**src/rtl/crsm_pkg.sv**
```systemverilog
`default_nettype none

package crsm_pkg;

  // Default ring size in bytes
  localparam int unsigned CAPACITY_DEF = 4096;

  // Fixed field widths of the request and response beats
  localparam int unsigned TYPE_W   = 4;
  localparam int unsigned SIZE_W   = 13;
  localparam int unsigned OFFSET_W = 12;
  localparam int unsigned LENGTH_W = 13;
  localparam int unsigned STATUS_W = 2;

  // Request operation codes
  typedef enum logic [TYPE_W-1:0] {
    OP_RSV_WRITE     = 4'd0,
    OP_RSV_READ      = 4'd1,
    OP_RSV_ALL_WRITE = 4'd2,
    OP_RSV_ALL_READ  = 4'd3,
    OP_DROP_WRITER   = 4'd4,
    OP_DROP_READER   = 4'd5,
    OP_COMMIT_WRITE  = 4'd6,
    OP_COMMIT_READ   = 4'd7,
    OP_CLEAR         = 4'd8
  } op_t;

  // Response status codes
  typedef enum logic [STATUS_W-1:0] {
    ST_OK      = 2'd0,
    ST_REFUSED = 2'd1,
    ST_MISUSE  = 2'd2
  } status_t;

  // Commands from the controller to the datapath
  typedef struct packed {
    logic load_req;
    logic execute;
  } cmd_t;

  // One response beat
  typedef struct packed {
    status_t               status;
    logic [OFFSET_W-1:0]   region_offset;
    logic [LENGTH_W-1:0]   region_length;
    logic                  now_full;
    logic                  now_empty;
  } rsp_t;

endpackage

`default_nettype wire

```
**src/rtl/crsm_req_if.sv**
```systemverilog
`default_nettype none

interface crsm_req_if;
  import crsm_pkg::*;

  logic                valid;
  logic                ready;
  logic [TYPE_W-1:0]   req_type;
  logic [SIZE_W-1:0]   req_size;

  modport source (output valid, output req_type, output req_size, input ready);
  modport sink   (input valid, input req_type, input req_size, output ready);
endinterface

`default_nettype wire

```
**src/rtl/crsm_rsp_if.sv**
```systemverilog
`default_nettype none

interface crsm_rsp_if;
  import crsm_pkg::*;

  logic                valid;
  logic                ready;
  logic [STATUS_W-1:0] status;
  logic [OFFSET_W-1:0] region_offset;
  logic [LENGTH_W-1:0] region_length;
  logic                now_full;
  logic                now_empty;

  modport source (output valid, output status, output region_offset, output region_length,
                  output now_full, output now_empty, input ready);
  modport sink   (input valid, input status, input region_offset, input region_length,
                  input now_full, input now_empty, output ready);
endinterface

`default_nettype wire

```
**src/rtl/crsm_ctrl.sv**
```systemverilog
`default_nettype none

module crsm_ctrl (
  input  wire logic          clk,
  input  wire logic          rst,
  input  wire logic          in_valid,
  output logic               in_ready,
  output logic               out_valid,
  input  wire logic          out_ready,
  output crsm_pkg::cmd_t     cmd
);
  import crsm_pkg::*;

  typedef enum logic [1:0] {
    S_IDLE = 2'b01,
    S_EXEC = 2'b10
  } state_t;

  state_t state, state_next;
  logic   out_valid_next;
  logic   slot_free;

  // The response register can take a new beat when empty or draining now
  assign slot_free = !out_valid || out_ready;
  assign in_ready  = (state == S_IDLE);

  // Sequence: take a request, then execute it once the response slot is free
  always_comb begin
    state_next     = state;
    out_valid_next = out_valid && !out_ready;
    cmd.load_req   = 1'b0;
    cmd.execute    = 1'b0;
    unique case (state)
      S_IDLE: begin
        if (in_valid) begin
          cmd.load_req = 1'b1;
          state_next   = S_EXEC;
        end
      end
      S_EXEC: begin
        if (slot_free) begin
          cmd.execute    = 1'b1;
          out_valid_next = 1'b1;
          state_next     = S_IDLE;
        end
      end
      default: state_next = S_IDLE;
    endcase
  end

  always_ff @(posedge clk) begin
    if (rst) begin
      state     <= S_IDLE;
      out_valid <= 1'b0;
    end else begin
      state     <= state_next;
      out_valid <= out_valid_next;
    end
  end

endmodule

`default_nettype wire

```
**src/rtl/crsm_dp.sv**
```systemverilog
`default_nettype none

module crsm_dp #(
  parameter int unsigned CAPACITY = crsm_pkg::CAPACITY_DEF
) (
  input  wire logic                         clk,
  input  wire logic                         rst,
  input  wire crsm_pkg::cmd_t               cmd,
  input  wire logic [crsm_pkg::TYPE_W-1:0]  req_type,
  input  wire logic [crsm_pkg::SIZE_W-1:0]  req_size,
  output crsm_pkg::rsp_t                    rsp
);
  import crsm_pkg::*;

  // Cursor width, count width, and a working width that holds sums and sizes
  localparam int unsigned PW = (CAPACITY > 1) ? $clog2(CAPACITY) : 1;
  localparam int unsigned LW = $clog2(CAPACITY + 1);
  localparam int unsigned W  = (LW > SIZE_W) ? LW : SIZE_W;
  localparam int unsigned AW = W + 1;
  localparam logic [AW-1:0] CAP = AW'(CAPACITY);

  // Ring state
  logic [PW-1:0] read_pos, write_pos;
  logic [LW-1:0] tail_mark, write_granted, read_granted;
  logic          full_flag, writer_busy, reader_busy;

  // Latched request
  logic [TYPE_W-1:0] req_type_q;
  logic [SIZE_W-1:0] req_size_q;

  // Working copies in the wide domain
  logic [AW-1:0] rp, wp, tm, wg, rg, sz, run, s, sum, rp1, tm1;
  logic [AW-1:0] rp_n, wp_n, tm_n, wg_n, rg_n, off, len;
  logic          full_n, wbusy_n, rbusy_n;
  status_t       st;

  always_comb begin
    rp = AW'(read_pos);
    wp = AW'(write_pos);
    tm = AW'(tail_mark);
    wg = AW'(write_granted);
    rg = AW'(read_granted);
    sz = AW'(req_size_q);

    rp_n    = rp;
    wp_n    = wp;
    tm_n    = tm;
    wg_n    = wg;
    rg_n    = rg;
    full_n  = full_flag;
    wbusy_n = writer_busy;
    rbusy_n = reader_busy;
    st      = ST_OK;
    off     = '0;
    len     = '0;
    run     = '0;
    s       = '0;
    sum     = '0;
    rp1     = (rp == tm) ? '0 : rp;
    tm1     = (rp == tm) ? CAP : tm;

    unique case (req_type_q) inside
      OP_RSV_WRITE, OP_RSV_ALL_WRITE: begin
        run = (rp <= wp) ? (CAP - wp) : (rp - wp);
        if ((req_type_q == OP_RSV_WRITE && sz == '0) || writer_busy) begin
          st = ST_MISUSE;
        end else if (full_flag) begin
          st = ST_REFUSED;
        end else if (req_type_q == OP_RSV_ALL_WRITE) begin
          if (run == '0) begin
            st = ST_REFUSED;
          end else begin
            off = wp;
            len = run;
          end
        end else if (sz <= run) begin
          off = wp;
          len = sz;
        end else if (rp <= wp && sz <= rp) begin
          // Skip to the front and mark the old tail
          tm_n = wp;
          wp_n = '0;
          off  = '0;
          len  = sz;
        end else begin
          st = ST_REFUSED;
        end
        if (st == ST_OK) begin
          wbusy_n = 1'b1;
          wg_n    = len;
        end
      end
      OP_RSV_READ, OP_RSV_ALL_READ: begin
        if ((req_type_q == OP_RSV_READ && sz == '0) || reader_busy) begin
          st = ST_MISUSE;
        end else begin
          // Wrap the read cursor at the tail mark, even when refused
          rp_n = rp1;
          tm_n = tm1;
          if (rp1 < wp) begin
            run = wp - rp1;
          end else if (tm1 < rp1) begin
            run = '0;
          end else begin
            run = tm1 - rp1;
          end
          if (req_type_q == OP_RSV_READ && sz < run) begin
            run = sz;
          end
          if ((!full_flag && rp1 == wp) || run == '0) begin
            st = ST_REFUSED;
          end else begin
            off     = rp1;
            len     = run;
            rbusy_n = 1'b1;
            rg_n    = run;
          end
        end
      end
      OP_DROP_WRITER: begin
        if (!writer_busy) begin
          st = ST_MISUSE;
        end else begin
          wbusy_n = 1'b0;
          wg_n    = '0;
        end
      end
      OP_DROP_READER: begin
        if (!reader_busy) begin
          st = ST_MISUSE;
        end else begin
          rbusy_n = 1'b0;
          rg_n    = '0;
        end
      end
      OP_COMMIT_WRITE: begin
        s   = (sz == '0) ? wg : sz;
        sum = wp + s;
        if (!writer_busy || s > wg || sum > CAP) begin
          st = ST_MISUSE;
        end else begin
          wp_n    = (sum == CAP) ? '0 : sum;
          full_n  = (wp_n == rp);
          wbusy_n = 1'b0;
          wg_n    = '0;
        end
      end
      OP_COMMIT_READ: begin
        s   = (sz == '0) ? rg : sz;
        sum = rp + s;
        if (!reader_busy || s > rg || sum > tm) begin
          st = ST_MISUSE;
        end else begin
          rp_n = sum;
          if (sum == tm) begin
            rp_n = '0;
            tm_n = CAP;
          end
          full_n  = 1'b0;
          rbusy_n = 1'b0;
          rg_n    = '0;
          // Drained with no writer: restart both cursors at the front
          if (!writer_busy && rp_n == wp) begin
            rp_n = '0;
            wp_n = '0;
            tm_n = CAP;
          end
        end
      end
      OP_CLEAR: begin
        if (writer_busy || reader_busy) begin
          st = ST_MISUSE;
        end else begin
          rp_n   = '0;
          wp_n   = '0;
          tm_n   = CAP;
          full_n = 1'b0;
        end
      end
      default: st = ST_MISUSE;
    endcase
  end

  // Latch the request beat
  always_ff @(posedge clk) begin
    if (cmd.load_req) begin
      req_type_q <= req_type;
      req_size_q <= req_size;
    end
  end

  // Update the ring state on execute
  always_ff @(posedge clk) begin
    if (rst) begin
      read_pos      <= '0;
      write_pos     <= '0;
      tail_mark     <= LW'(CAPACITY);
      full_flag     <= 1'b0;
      writer_busy   <= 1'b0;
      reader_busy   <= 1'b0;
      write_granted <= '0;
      read_granted  <= '0;
    end else if (cmd.execute) begin
      read_pos      <= PW'(rp_n);
      write_pos     <= PW'(wp_n);
      tail_mark     <= LW'(tm_n);
      full_flag     <= full_n;
      writer_busy   <= wbusy_n;
      reader_busy   <= rbusy_n;
      write_granted <= LW'(wg_n);
      read_granted  <= LW'(rg_n);
    end
  end

  // Hold the response beat until the next execute
  always_ff @(posedge clk) begin
    if (cmd.execute) begin
      rsp.status        <= st;
      rsp.region_offset <= OFFSET_W'(off);
      rsp.region_length <= LENGTH_W'(len);
      rsp.now_full      <= full_n;
      rsp.now_empty     <= !full_n && (rp_n == wp_n);
    end
  end

endmodule

`default_nettype wire

```
**src/rtl/contiguous_ring_space_manager_top.sv**
```systemverilog
`default_nettype none
// A request beat is latched when accepted, then executed into the response register;
// no new request is accepted until the previous one has executed.
// Execute waits while a previous response beat is still held.
// Reset (rst, synchronous, active high): both cursors at 0, tail mark at CAPACITY,
// no reservations, not full; no response pending.

module contiguous_ring_space_manager_top #(
  parameter int unsigned CAPACITY = crsm_pkg::CAPACITY_DEF
) (
  input  wire logic  clk,
  input  wire logic  rst,
  crsm_req_if.sink   req,
  crsm_rsp_if.source rsp
);
  import crsm_pkg::*;

  cmd_t cmd;
  rsp_t rsp_data;

  crsm_ctrl u_ctrl (
    .clk       (clk),
    .rst       (rst),
    .in_valid  (req.valid),
    .in_ready  (req.ready),
    .out_valid (rsp.valid),
    .out_ready (rsp.ready),
    .cmd       (cmd)
  );

  crsm_dp #(
    .CAPACITY (CAPACITY)
  ) u_dp (
    .clk      (clk),
    .rst      (rst),
    .cmd      (cmd),
    .req_type (req.req_type),
    .req_size (req.req_size),
    .rsp      (rsp_data)
  );

  // Drive the response payload
  assign rsp.status        = rsp_data.status;
  assign rsp.region_offset = rsp_data.region_offset;
  assign rsp.region_length = rsp_data.region_length;
  assign rsp.now_full      = rsp_data.now_full;
  assign rsp.now_empty     = rsp_data.now_empty;

endmodule

`default_nettype wire

```
**src/flat_wrapper.sv**
```systemverilog
// flat-port wrapper written by rule: the top's interface ports become plain ports
module contiguous_ring_space_manager_top_flat import crsm_pkg::*;
#(
  parameter int unsigned CAPACITY = crsm_pkg::CAPACITY_DEF
)
  (clk, rst, req_valid, req_req_type, req_req_size, req_ready, rsp_valid, rsp_status, rsp_region_offset, rsp_region_length, rsp_now_full, rsp_now_empty, rsp_ready);
  crsm_req_if req_i ();
  crsm_rsp_if rsp_i ();
  input  wire logic clk;
  input  wire logic rst;
  input wire logic [$bits(req_i.valid)-1:0] req_valid;
  input wire logic [$bits(req_i.req_type)-1:0] req_req_type;
  input wire logic [$bits(req_i.req_size)-1:0] req_req_size;
  output wire logic [$bits(req_i.ready)-1:0] req_ready;
  output wire logic [$bits(rsp_i.valid)-1:0] rsp_valid;
  output wire logic [$bits(rsp_i.status)-1:0] rsp_status;
  output wire logic [$bits(rsp_i.region_offset)-1:0] rsp_region_offset;
  output wire logic [$bits(rsp_i.region_length)-1:0] rsp_region_length;
  output wire logic [$bits(rsp_i.now_full)-1:0] rsp_now_full;
  output wire logic [$bits(rsp_i.now_empty)-1:0] rsp_now_empty;
  input wire logic [$bits(rsp_i.ready)-1:0] rsp_ready;
  assign req_i.valid = req_valid;
  assign req_i.req_type = req_req_type;
  assign req_i.req_size = req_req_size;
  assign req_ready = req_i.ready;
  assign rsp_valid = rsp_i.valid;
  assign rsp_status = rsp_i.status;
  assign rsp_region_offset = rsp_i.region_offset;
  assign rsp_region_length = rsp_i.region_length;
  assign rsp_now_full = rsp_i.now_full;
  assign rsp_now_empty = rsp_i.now_empty;
  assign rsp_i.ready = rsp_ready;
  contiguous_ring_space_manager_top #(.CAPACITY(CAPACITY)) u_core (.clk(clk), .rst(rst), .req(req_i), .rsp(rsp_i));
endmodule
```
**config.mk**
```make
export PLATFORM = sky130hd
export DESIGN_NAME = contiguous_ring_space_manager_top_flat
export DESIGN_NICKNAME = d
export VERILOG_FILES = /design/src/rtl/crsm_pkg.sv /design/src/rtl/crsm_req_if.sv /design/src/rtl/crsm_rsp_if.sv /design/src/rtl/crsm_ctrl.sv /design/src/rtl/crsm_dp.sv /design/src/rtl/contiguous_ring_space_manager_top.sv /design/src/flat_wrapper.sv
export SDC_FILE = /design/constraint.sdc
export NUM_CORES = 1
export LEC_CHECK = 0
export ABC_AREA = 1
export BUFFER_PORTS_ARGS = -buffer_cell sky130_fd_sc_hd__buf_2
export CORE_MARGIN = 2
export CORE_UTILIZATION = 55
export DETAILED_ROUTE_END_ITERATION = 8
export PLACE_DENSITY = 0.77
export SKIP_LAST_GASP = 1
export SYNTH_ARGS = -nofsm -noshare
export SYNTH_HDL_FRONTEND = slang
export SYNTH_SLANG_ARGS = --single-unit
```
**constraint.sdc**
```tcl
create_clock -name clk -period 5.6 [get_ports clk]
set_clock_uncertainty 0.15 [all_clocks]
set_input_delay 0.84 -clock clk [delete_from_list [all_inputs] [get_ports clk]]
set_output_delay 0.84 -clock clk [all_outputs]
set_load 0.01 [all_outputs]
```
==> results of run 1 <==
==> final timing paths <==
kind / slack, ps / to / cells after the start
worst max-delay path: 10 / u_core.u_dp.rsp[3]$_DFFE_PP_ / 37
worst max register to register: 10 / u_core.u_dp.rsp[3]$_DFFE_PP_ / 37
worst min-delay path: 340 / u_core.u_dp.write_granted[4]$_SDFFE_PP0P_ / 2
worst min register to register: 340 / u_core.u_dp.write_granted[4]$_SDFFE_PP0P_ / 2
==> cell usage in the layout (no fill, tap or decap), drive strengths merged, types with 46 or more instances in the layout <==
master  synthesis  final
a21oi         142    142
buf            17    272
nand3         121    124
dfxtp          69     69
nand2         465    468
edfxtp         46     46
inv           257    264
ha            135    135
o21ai         114    114
nor2          205    205
==> metal layers <==
metal | track usage (%) | vias up | share of wire (%)
met5 | 0 | - | 0
met4 | 21.6 | 0 | 7.4
met3 | 9.95 | 294 | 14
met2 | 63.9 | 1121 | 42
met1 | 56.0 | 6695 | 37
li1 | - | 6716 | -
==> stage by stage <==
stage	utilization (%)	setup slack (ps)
finish	72.5	14.7
global route	72.5	-241
CTS	67.1	-10.7
detailed placement	63.5	-295
global placement	63.5	-173
floorplan	-	183
==> power by group through the flow <==
stage	combinational (uW)	sequential [uW]	clock (uW)
after floorplan	911	932	0
after global placement	1430	927	0
after detailed placement	1440	928	0
after CTS	1470	910	1160
after global routing	1830	910	1200
final	1710	909	1170
==> state kept, by name, summed over array words and instances, names as in the netlist <==
name                       cells
u_core.u_ctrl.out_valid        1
u_core.u_ctrl.state            2
u_core.u_dp.full_flag          1
u_core.u_dp.read_granted      13
u_core.u_dp.read_pos          12
u_core.u_dp.reader_busy        1
u_core.u_dp.req_size_q        13
u_core.u_dp.req_type_q         4
u_core.u_dp.rsp               29
u_core.u_dp.tail_mark         13
u_core.u_dp.write_granted     13
u_core.u_dp.write_pos         12
u_core.u_dp.writer_busy        1
==> logic make-up after synthesis <==
kind of cell,Yosys count,share of synthesized area [%]
compound gates,367,17.5
flops,115,22.6
simple gates,862,30.8
fa+ha+maj,140,14.6
xor+xnor,59,4.22
mux,1,0.0818
buf+inv,311,10.2
==> layout make-up <==
class	count	area [sq um]
clock buffer	17	425
fill	1767	6000
multi-input combinational	1435	9060
inverter	261	987
clock inverter	15	173
tap	280	350
sequential	115	2800
timing repair buffer	272	2030
==> worst max-delay path: cells and delay by family, from the launching register on <==
kind                       cells  cell delay (ps)
and+or+nand+nor               21             2060
buffers and inverters          8             1010
AOI/OAI and AO/OA              5              940
adders and majority gates      2              540
DFF                            1              400
xor gates and xnor gates       1              260
==> repair_timing <==
item / in CTS / in global routing
cloned: 3 / 5
endpoints found under the setup margin: 55 / 95
pin swaps: 10 / 69
gates resized for setup: 44 / 191
hold buffers: 0 / 0
setup buffers: 1 / 54
==> key figures, run 1 <==
Run status
  – Outcome: complete, no violations

STA
  – Max-slew headroom: 41.4%
  – Final Critical Period: 5590 ps
  – Worst Max-Slew Pin Slew: 876 ps
  – RSZ-0062 raised after global routing: true
  – Final hold violations: 0
  – Final setup vio count: 0
  – Hold slack: 335 ps
  – Fin. max-slew vios: 0
  – Fmax: 179 MHz
  – Tcrit/Tclk final: 99.7%
  – TNS Setup: 0 ps

Finish
  – Area grow syn2layout: 29.3%
  – Post-route cell area: 15,800 sq um
  – Final std cells w/o fill: 2,395
  – Diode count: 0
  – Share of layout cells above drive strength 1: 26.0%
  – Final nets: 2,263

Synthesis
  – Post-synth top area cell: ha_1
  – Mapped Nets: 2,016
  – Ys flop type: dfxtp_1
  – Synth unique cells: 58
  – #FFs+latches synth: 115
  – Share of the synthesized area in the top cell type: 13.8%
  – Post-Synthesis Cell Area: 12,200 sq um
  – Register area share after synthesis: 22.6%
  – YS warnings: 0
  – Synth top cells by count: nand2_1, inv_1, nor2_1
  – Mapped Avg Cell Area: 6.60 sq um
  – Top-count cell post-synth: nand2_1
  – Synth top area cells: ha_1, nand2_1, dfxtp_1, edfxtp_1, inv_1
  – Async set or reset register ratio after synthesis: 0%
  – Syn Inst Count: 1,855
  – EDFF count, synth: 46

Clocking
  – Clock Tree Buf Depth: 2
  – CTS sink cnt: 115
  – Clock slew at reported path FFs: 70 ps
  – Cts bufs inserted: 17
  – CTS tree: done
  – Worst-Skew Late Latency: 430 ps
  – Clk root buf: clkbuf_16
  – Number of H-tree levels: 4

Power
  – IR drop worst, VDD: 0.163 mV
  – Switch share: 41.7%
  – Sw Pwr: 1580 uW
  – Clk pwr share: 30.9%
  – PwrDens: 239 nW/um^2
  – Internal power: 2210 uW
  – Flop pwr share: 24.0%
  – Design Power: 3790 uW
  – P_leak: 0.00768 uW
  – Comb power frac: 45.1%

Place
  – Gp weighted congestion: 1.07
  – Placed instance area: 13,800 sq um
  – Dpl hpwl: 39.3 mm
  – Port buffer count: 51
  – Placed cells: 2,301

Floorplanning
  – # rows: 54
  – Die H: 153 um
  – Initial Util: 56.1%
  – CORE AREA: 21,800 sq um
  – Die Wd: 153 um
  – Die area: 23,500 sq um
  – Num ports: 52

Route
  – ANT nets after route: 0
  – Via density: 6.19
  – Initial DRT Pass Iterations: 9
  – DR WL/cell: 22.1 um
  – Vias: 14,826
  – Initial drt markers: 1,930
  – DRC Markers: 0
  – Final WL: 52.9 mm

Critical path
  – Slowest stage cell on the critical path: dfxtp_4
  – Crit path launch: u_core.u_dp.read_pos[3]$_SDFFE_PP0P_
  – Crit end category: flip-flop
  – Reg2reg start: u_core.u_dp.read_pos[3]$_SDFFE_PP0P_
  – Worst Path Required: 5690 ps
  – Crit-path max FO: 8
  – Crit Path Category: flip-flop to flip-flop
  – Startpoint types: flip-flop
  – Crit path DAT: 5680 ps
  – Max stage delay on crit path: 400 ps
  – CP dominant cell by count: nand2_1

Global route
  – Total GRT Usage: 42.2%
  – Initial antenna violation count: 0
  – Largest net degree at the start of global routing: 52
  – First-pass GRT wire length: 75.5 mm
  – Vias in the first global route: 13,230
  – Grt total ovfl: 0

Hold path
  – HP Class: flip-flop to flip-flop
  – Startpoint of the worst hold path: u_core.u_dp.write_granted[4]$_SDFFE_PP0P_

Run
  – Max cap viols: 0
(Power assumes the default switching activity.)
==> run 2, diff against run 1 <==
- CORE_ASPECT_RATIO: unset -> 1.1
- REMOVE_ABC_BUFFERS: unset -> 1
==> run 2 against run 1 <==
  * The run now ends with negative setup slack left
  * Sequential power barely moved
  * Hold slack got worse by 0.58 ps
  * Register-to-register slack got worse by 270 ps
  * Sequential cell count did not move
  * Non-clock buffer count rose by 42
  * Combinational power rose by 3%
  * Design area rose by 3.5%
  * Final cell count rose by 2.3%
  * Maximum frequency fell by 4.6%
  * Die area barely moved
  * Wire length rose by 4.6%
==> key figures, run 2 (synthesized netlist as in run 1, its figures left out) <==
Global route
  – Vias in the first global route: 13,764 (+4.0%)
  – Total GRT Usage: 43.2% (+1.0 points)
  – First-pass GRT wire length: 77.0 mm (+1.9%)
  – Initial antenna violation count: 1 (+1)
  – Grt total ovfl: 0 (unchanged)
  – Largest net degree at the start of global routing: 52 (unchanged)

Critical path
  – Max stage delay on crit path: 430 ps (+30 ps)
  – Crit path DAT: 6030 ps (+350 ps)
  – Crit Path Category: flip-flop to flip-flop
  – Worst Path Required: 5770 ps (+80 ps)
  – Crit end category: flip-flop
  – CP bufs+invs: 9 (+1)
  – Crit-path max FO: 10 (+2)
  – Delay-heaviest family, CP: simple AND/OR/NAND/NOR gates
  – Slowest stage cell on the critical path: dfxtp_1
  – Startpoint types: flip-flop

Route
  – Final WL: 55.4 mm (+4.6%)
  – Initial DRT Pass Iterations: 8 (-1)
  – Initial drt markers: 2,106 (+9.1%)
  – DRC Markers: 0 (unchanged)
  – ANT nets after route: 0 (unchanged)
  – DR WL/cell: 22.6 um (+2.3%)
  – Via density: 6.16 (-0.53%)
  – Vias: 15,080 (+1.7%)

Power
  – Clk pwr share: 29.1% (-1.8 points)
  – Comb power frac: 46.7% (+1.6 points)
  – Switch share: 41.9% (+0.15 points)
  – PwrDens: 230 nW/um^2 (-3.7%)
  – Design Power: 3770 uW (-0.36%)
  – P_leak: 0.00797 uW (+3.9%)
  – Internal power: 2190 uW (-0.62%)
  – Sw Pwr: 1580 uW (unchanged)
  – Flop pwr share: 24.1% (about the same)
  – IR drop worst, VDD: 0.227 mV (+39%)

STA
  – Fin. max-slew vios: 0 (unchanged)
  – RSZ-0062 raised after global routing: true
  – Fmax: 171 MHz (-4.6%)
  – Tcrit/Tclk final: 105% (+4.8 points)
  – Worst Max-Slew Pin Slew: 1020 ps (+144 ps)
  – TNS Setup: -7330 ps (-7330 ps)
  – Final Critical Period: 5850 ps (+269 ps)
  – Final hold violations: 0 (unchanged)
  – Max-slew headroom: 31.9% (-9.4 points)
  – Post-route setup slack: -254 ps (-269 ps)
  – Final setup vio count: 53 (+53)

Finish
  – Final core occ: 74.6% (+2.1 points)
  – Diode count: 0 (unchanged)
  – Number of flip-flops in the largest register: 29 (unchanged)
  – Commonest cells after routing, fill and taps aside: nand2_1, buf_4, inv_1
  – Reg with most FFs: u_core.u_dp.rsp
  – Share of layout cells above drive strength 1: 28.3% (+2.4 points)
  – Area grow syn2layout: 33.8%
  – Final nets: 2,302 (+1.7%)
  – Final std cells w/o fill: 2,449 (+2.3%)
  – Commonest non-fill, non-tap cell in the layout: nand2_1

Floorplanning
  – Die area: 23,500 sq um (about the same)
  – Initial Util: 55.7% (-0.36 points)
  – CORE AREA: 22,000 sq um (+0.65%)
  – # rows: 57 (+5.6%)
  – Num ports: 52 (unchanged)
  – Die Wd: 146 um (-4.5%)
  – Die H: 160 um (+4.8%)

Place
  – Placed cells: 2,376 (+3.3%)
  – Dpl hpwl: 40.9 mm (+4.1%)
  – Port buffer count: 51 (unchanged)
  – Gp weighted congestion: 1.10 (+2.7%)

Clocking
  – CTS tree: done
  – Clock slew at reported path FFs: 70 ps (about the same)
  – Cts bufs inserted: 17 (unchanged)
  – Clk root buf: clkbuf_16
  – CTS sink cnt: 115 (unchanged)
  – Number of H-tree levels: 4 (unchanged)
  – Clock Tree Buf Depth: 2 (unchanged)
  – Post-CTS Hold Fix Bufs: 0 (unchanged)
  – Worst-Skew Late Latency: 430 ps (about the same)

Run status
  – Outcome: finished, violations left
  – Failing checks: negative setup slack

Run
  – Max cap viols: 0 (unchanged)

Hold path
  – HP Class: flip-flop to flip-flop
## run 2: cell types whose count changed in the layout (fill, tap and decap cells not counted), sizes merged
| cell | previous run | this run |
|---|---|---|
| buf | 272 | 310 |
| clkbuf | 17 | 21 |
| clkinv | 8 | 12 |
| inv | 264 | 262 |
| nand3 | 124 | 122 |
| bufinv | 2 | 1 |
| clkinvlp | 2 | 1 |
| nand2 | 468 | 467 |
## run 2: tightest hold or removal path, delay by kind of cell (launching register included)
| kind | cells | cell delay [ps] |
|---|---|---|
| compound gates | 1 | 50 |
| flops | 1 | 320 |
| simple gates | 1 | 60 |
## run 2: path summary, 6_finish.rpt
kind	start	to	slack, ps	cells past startpoint
hold reg to reg	u_core.u_dp.write_granted[1]$_SDFFE_PP0P_	u_core.u_dp.write_granted[1]$_SDFFE_PP0P_	330	2
setup reg to reg	u_core.u_dp.read_pos[5]$_SDFFE_PP0P_	u_core.u_dp.read_granted[6]$_SDFFE_PP0P_	-250	42
setup / recovery	u_core.u_dp.read_pos[5]$_SDFFE_PP0P_	u_core.u_dp.read_granted[6]$_SDFFE_PP0P_	-250	42
hold / removal	u_core.u_dp.write_granted[1]$_SDFFE_PP0P_	u_core.u_dp.write_granted[1]$_SDFFE_PP0P_	330	2
## run 2: per-layer routing
| layer | GRT usage [%] | part of all wire, % | vias to the layer above | wire (um) |
|---|---|---|---|---|
| li1 | - | - | 6802 | - |
| met3 | 11.5 | 13 | 362 | 7000 |
| met1 | 54.6 | 37 | 6819 | 20500 |
| met5 | 0 | 0.014 | - | 8 |
| met4 | 26.0 | 8.5 | 2 | 4700 |
| met2 | 66.2 | 42 | 1095 | 23200 |
## run 2: what timing repair did
action,CTS,global route
gates resized for setup,2,270
gates cloned,0,10
endpoints found under the setup margin,8,94
buffers inserted,0,32
pin swaps,0,68
## run 2: final cells by class
class,count,area (sq um)
timing repair buffer,314,2440
tap,295,369
clock inverter,15,149
sequential,115,2770
multi-input combinational,1432,9250
inverter,261,982
fill,1760,5580
clock buffer,17,425
## run 2: power groups by stage
stage	Clock (uW)	Combinational (uW)	Sequential, uW
finish	1100	1760	911
global route	1130	1890	912
CTS	1090	1470	909
detailed placement	0	1460	926
global placement	0	1440	926
floorplan	0	881	933
## run 2: per-stage QoR
stage          hold slack (ps)  area, sq um  worst slack, ps
3_3_place_gp               319        14300             51.3
2_1_floorplan              299        12000            -42.1
6_report                   335        16400             -254
5_1_grt                    361        16400             -510
4_1_cts                    330        14900            -13.6
3_5_place_dp               320        14300             5.39
